File: src/hw/rtl/ips_pkg.sv
// Package for the index permutation shuffler: command codes, field widths,
// and parameter defaults. No dependencies.
`timescale 1ns / 1ps

package ips_pkg;

	localparam int DEPTH_DEF      = 1024;
	localparam int VALUE_BITS_DEF = 32;

	localparam int CMD_BITS   = 2;
	localparam int VAL_BITS   = 32;
	localparam int RND_BITS   = 64;
	localparam int POS_BITS   = 10;
	localparam int HELD_BITS  = 11;

	localparam logic [CMD_BITS-1:0] CMD_RESTART = 2'd0;
	localparam logic [CMD_BITS-1:0] CMD_APPEND  = 2'd1;
	localparam logic [CMD_BITS-1:0] CMD_READ    = 2'd2;

endpackage

File: src/hw/rtl/ips_mod_unit.sv
// Radix-2 restoring modulo unit: 64-bit dividend by a small divisor,
// one bit per cycle. Depends on ips_pkg.
`timescale 1ns / 1ps

module ips_mod_unit #(
	parameter int DW = 11
) (
	input  logic                         clk,
	input  logic                         arst_n,
	input  logic                         start,
	input  logic [ips_pkg::RND_BITS-1:0] dividend,
	input  logic [DW-1:0]                divisor,
	output logic                         done,
	output logic [DW-1:0]                remainder
);
	import ips_pkg::*;

	localparam int CNTW = $clog2(RND_BITS);

	logic                busy_q;
	logic                done_q;
	logic [CNTW-1:0]     cnt_q;
	logic [RND_BITS-1:0] dq_q;
	logic [DW-1:0]       div_q;
	logic [DW-1:0]       rem_q;
	logic [DW:0]         shifted;
	logic [DW:0]         diff;
	logic [DW-1:0]       rem_next;

	assign shifted  = {rem_q, dq_q[RND_BITS-1]};
	assign diff     = shifted - {1'b0, div_q};
	assign rem_next = (shifted >= {1'b0, div_q}) ? diff[DW-1:0] : shifted[DW-1:0];

	always_ff @(posedge clk or negedge arst_n) begin
		if (!arst_n) begin
			busy_q <= 1'b0;
			done_q <= 1'b0;
			cnt_q  <= '0;
		end else begin
			done_q <= 1'b0;
			if (start) begin
				busy_q <= 1'b1;
				cnt_q  <= CNTW'(RND_BITS - 1);
			end else if (busy_q) begin
				cnt_q <= cnt_q - 1'b1;
				if (cnt_q == '0) begin
					busy_q <= 1'b0;
					done_q <= 1'b1;
				end
			end
		end
	end

	always_ff @(posedge clk) begin
		if (start) begin
			dq_q  <= dividend;
			div_q <= divisor;
			rem_q <= '0;
		end else if (busy_q) begin
			dq_q  <= {dq_q[RND_BITS-2:0], 1'b0};
			rem_q <= rem_next;
		end
	end

	assign done      = done_q;
	assign remainder = rem_q;

endmodule

File: config.mk
export PLATFORM = sky130hd
export DESIGN_NAME = ips_mod_unit
export DESIGN_NICKNAME = d
export VERILOG_FILES = /design/src/hw/rtl/ips_pkg.sv /design/src/hw/rtl/ips_mod_unit.sv
export SDC_FILE = /design/constraint.sdc
export NUM_CORES = 1
export LEC_CHECK = 0
export ABC_AREA = 1
export BUFFER_PORTS_ARGS = -buffer_cell sky130_fd_sc_hd__buf_4
export CORE_MARGIN = 8
export CORE_UTILIZATION = 25
export CTS_BUF_LIST = sky130_fd_sc_hd__clkbuf_8
export DETAILED_ROUTE_END_ITERATION = 12
export PLACE_DENSITY = 0.46
export SLEW_MARGIN = 10
export SYNTH_ARGS = -nofsm -noshare
export SYNTH_HDL_FRONTEND = slang
export SYNTH_SLANG_ARGS = --single-unit
File: constraint.sdc
create_clock -name clk -period 2.5 [get_ports clk]
set_input_delay 0 -clock clk [delete_from_list [all_inputs] [get_ports clk]]
set_output_delay 0 -clock clk [all_outputs]
set_load 0.03 [all_outputs]
==> metrics.cfg <==
[outcome]
status=completed

[global_route]
grt_pass1_wl_um=20600
grt_overflow=0
grt_pass1_vias=4295
antenna_found_initial=0
grt_max_degree=56
gr-usage-all-layers_pct=10.8

[hold_path]
holdCritPathClass=input pin to flop
min_from=divisor[10]

[logic_synthesis]
synth_most_common_cell=nand2_1
yosys.area_share.simple_pct=29.4
synth_area_sq_um=4720
netlist_top_cells_count=263 x nand2_1, 75 x edfxtp_1, 59 x inv_1, 22 x nand3_1
synth_top_area_share_pct=47.7
synth-xor-area-share_pct=0.557
synth_area_leaders=edfxtp_1 48%, nand2_1 21%, inv_1 4.7%, dfxtp_1 4.7%, dfrtp_1 4.2%
syn_inst=543
synthArstFlopShare_pct=8.51
synth_compound_area_share_pct=2.01
synth_mux_area_share_pct=0
ys_seq_elements=94
syn_nets=635
synth_top_family_by_area=simple AND/OR/NAND/NOR gates
synth.avg_cell_area_sq_um=8.69
yosysWarnings=0
synth_area_leader_cell=edfxtp_1
synth_edf_count=75
yosysSeqAreaShare_pct=56.6
synth_cell_type_count=27
synth_top_flop_cell=edfxtp_1
yosys.area_share.adder_pct=3.87

[worst_setup_path]
path_cells=inv_1, ha_1, fa_1, inv_1, nand2_1, nand2_1, nand2_2, nand2_1, nand2_2, nand3_2, nand2_1, nand3_2, o21ai_2
crit_slowest_cell=fa_1
r2r_slack_ns=0.25
critPathMaxStageDelay_ns=0.41
cp_top_family=simple AND/OR/NAND/NOR gates
reg2reg_from=dq_q[63]$_DFFE_PP_
cp.required_ns=2.75
crit_path_end_kind=flop
startpoint=dq_q[63]$_DFFE_PP_
path_class=flop to flop
cp.arrival_ns=2.50
crit_path_start_kind=flop
crit_top_cell=nand2_1
critical_path_buf_inv_count=2
path_max_fanout=12

[finish]
fillers=1934
nNetsFinal=802
synthToLayoutAreaGrowth_pct=39.5
seqCellArea_sq_um=2670
multi_input_area_sq_um=1690
drive_gt1_share_pct=18.9
antenna-diode-count=0

[placed_design]
port_buffers=89
dpl_worst_slack_ns=0.273
place_congestion=0.848
dp_hpwl_um=8590

[clocking]
clk_path_buf_depth=2
cts_buffers=9
root_buffer=clkbuf_8
path_clk_slew_ns=0.10
post_cts.repair.setup_buffers=0
cts_tree=yes
cts.sinks=94
clock_latency_ns=0.38
postCtsHoldBufs=78
cts_htree_levels=3
cts_resized=0

[route]
antenna_left=0
drt_wl_total_um=12300
first_pass_iters=4
post-route-drc-count=0
vias_per_cell=4.22
num_vias=4002
drtIter0Drc=200
detail_route.wl_per_cell_um=13.0

[sta]
min_period_ns=2.25
max-slew-margin-rel_pct=50.8
worst_slew_pin_slew_ns=0.739
rsz0062_at_grt=false
fmax_mhz=445
setup-violations-final=0
finalHoldViolCount=0
drv_slew=0
setup_ws_ns=0.254
finalClockSkew_ns=0.0117
finalSetupTns_ns=0
final.period_utilization_pct=89.8

[floorplanning]
initial_core_util_pct=25.3
rows=50
ios=90
die_w_um=153
die-area_sq_um=23500
core_sq_um=18600
die_y_um=153

[pwr]
ir_drop_mv=0.277
total_leakage_power_nw=3.21
power_density_nw_per_um2=729

[job]
drv_cap=0

==> per-layer routing <==
| layer | track usage [%] | routed length (um) | share of wire, % |
|---|---|---|---|
| met1 | 12.9 | 5610 | 46 |
| met2 | 18.1 | 5780 | 47 |
| met3 | 3.64 | 730 | 5.9 |
| met4 | 3.08 | 161 | 1.3 |
| met5 | 0 | 0 | 0 |
==> state kept, by name, indices dropped and copies added, names as in the netlist <==
register	flops
dq_q	64
div_q	11
remainder	11
cnt_q	6
busy_q	1
done	1
==> worst reg2reg max path, stage by stage (launching register included) <==
cell      delay (ns)
edfxtp_1        0.35
inv_1           0.06
ha_1            0.22
fa_1            0.41
inv_1           0.11
nand2_1         0.06
nand2_1         0.09
nand2_2         0.06
nand2_1         0.07
nand2_2         0.16
nand3_2         0.30
nand2_1         0.12
nand3_2         0.08
o21ai_2         0.05
==> kinds of logic (layout without fill, tap and decap cells) <==
logic type,Yosys count,in the layout
AND/OR/NAND/NOR,333,333
XOR/XNOR,3,3
adder cells (fa/ha/maj),14,14
flip-flops,94,94
AO/OA/AOI/OAI,17,17
buffers and inverters,82,253
==> worst paths after layout <==
path,end,cells after the start
setup / recovery,remainder[2]$_SDFFE_PP0P_,13
hold / removal,div_q[10]$_DFFE_PP_,2
setup reg to reg,remainder[2]$_SDFFE_PP0P_,13
hold reg to reg,remainder[10]$_SDFFE_PP0P_,2
max in group asynchronous,cnt_q[1]$_DFFE_PN0P_,3
min in group asynchronous,done$_DFF_PN0_,3
==> where the power goes <==
group / switching, W / total (W) / internal [W] / leakage [nW]
clock: 0.000603 / 0.000971 / 0.000367 / 0.0854
combinational: 0.00106 / 0.00180 / 0.000738 / 2.14
sequential: 0.000128 / 0.00202 / 0.00189 / 0.982
==> final cells by class <==
cell class | count | area share [%]
clock inverters | 6 | 0.722
inverters | 61 | 3.48
flip-flops and latches | 94 | 40.6
multi-input cells | 367 | 25.7
clock buffers | 9 | 1.88
repair buffers | 177 | 23.2
well taps | 234 | 4.45
==> cells in the final DEF, fill, tap and decap left out, types with 4 or more instances in the layout <==
master         instances
edfxtp_1              75
nand2_2                7
dfrtp_1                8
a21oi_1                6
clkbuf_8               9
dfxtp_1               11
nand3_1               22
ha_1                  13
nor2_1                15
inv_1                 58
inv_2                  4
nand3_2                8
nand2_1              263
buf_4                 99
o21ai_0                5
nand4_1               15
dlygate4sd3_1         78
==> metrics by stage <==
step	util [%]	area, sq um	power [W]	instances	hold slack [ns]
final	35.3	6580	0.00480	948	0.339
after global routing	35.3	6580	0.00516	948	0.322
after CTS	35.3	6580	0.00488	948	0.316
after detailed placement	30.2	5630	0.00378	855	-0.170
after global placement	30.2	5630	0.00378	855	-0.171
after floorplan	-	4720	0.00330	543	-0.296
No activity file was read; power rests on OpenSTA's default activity.
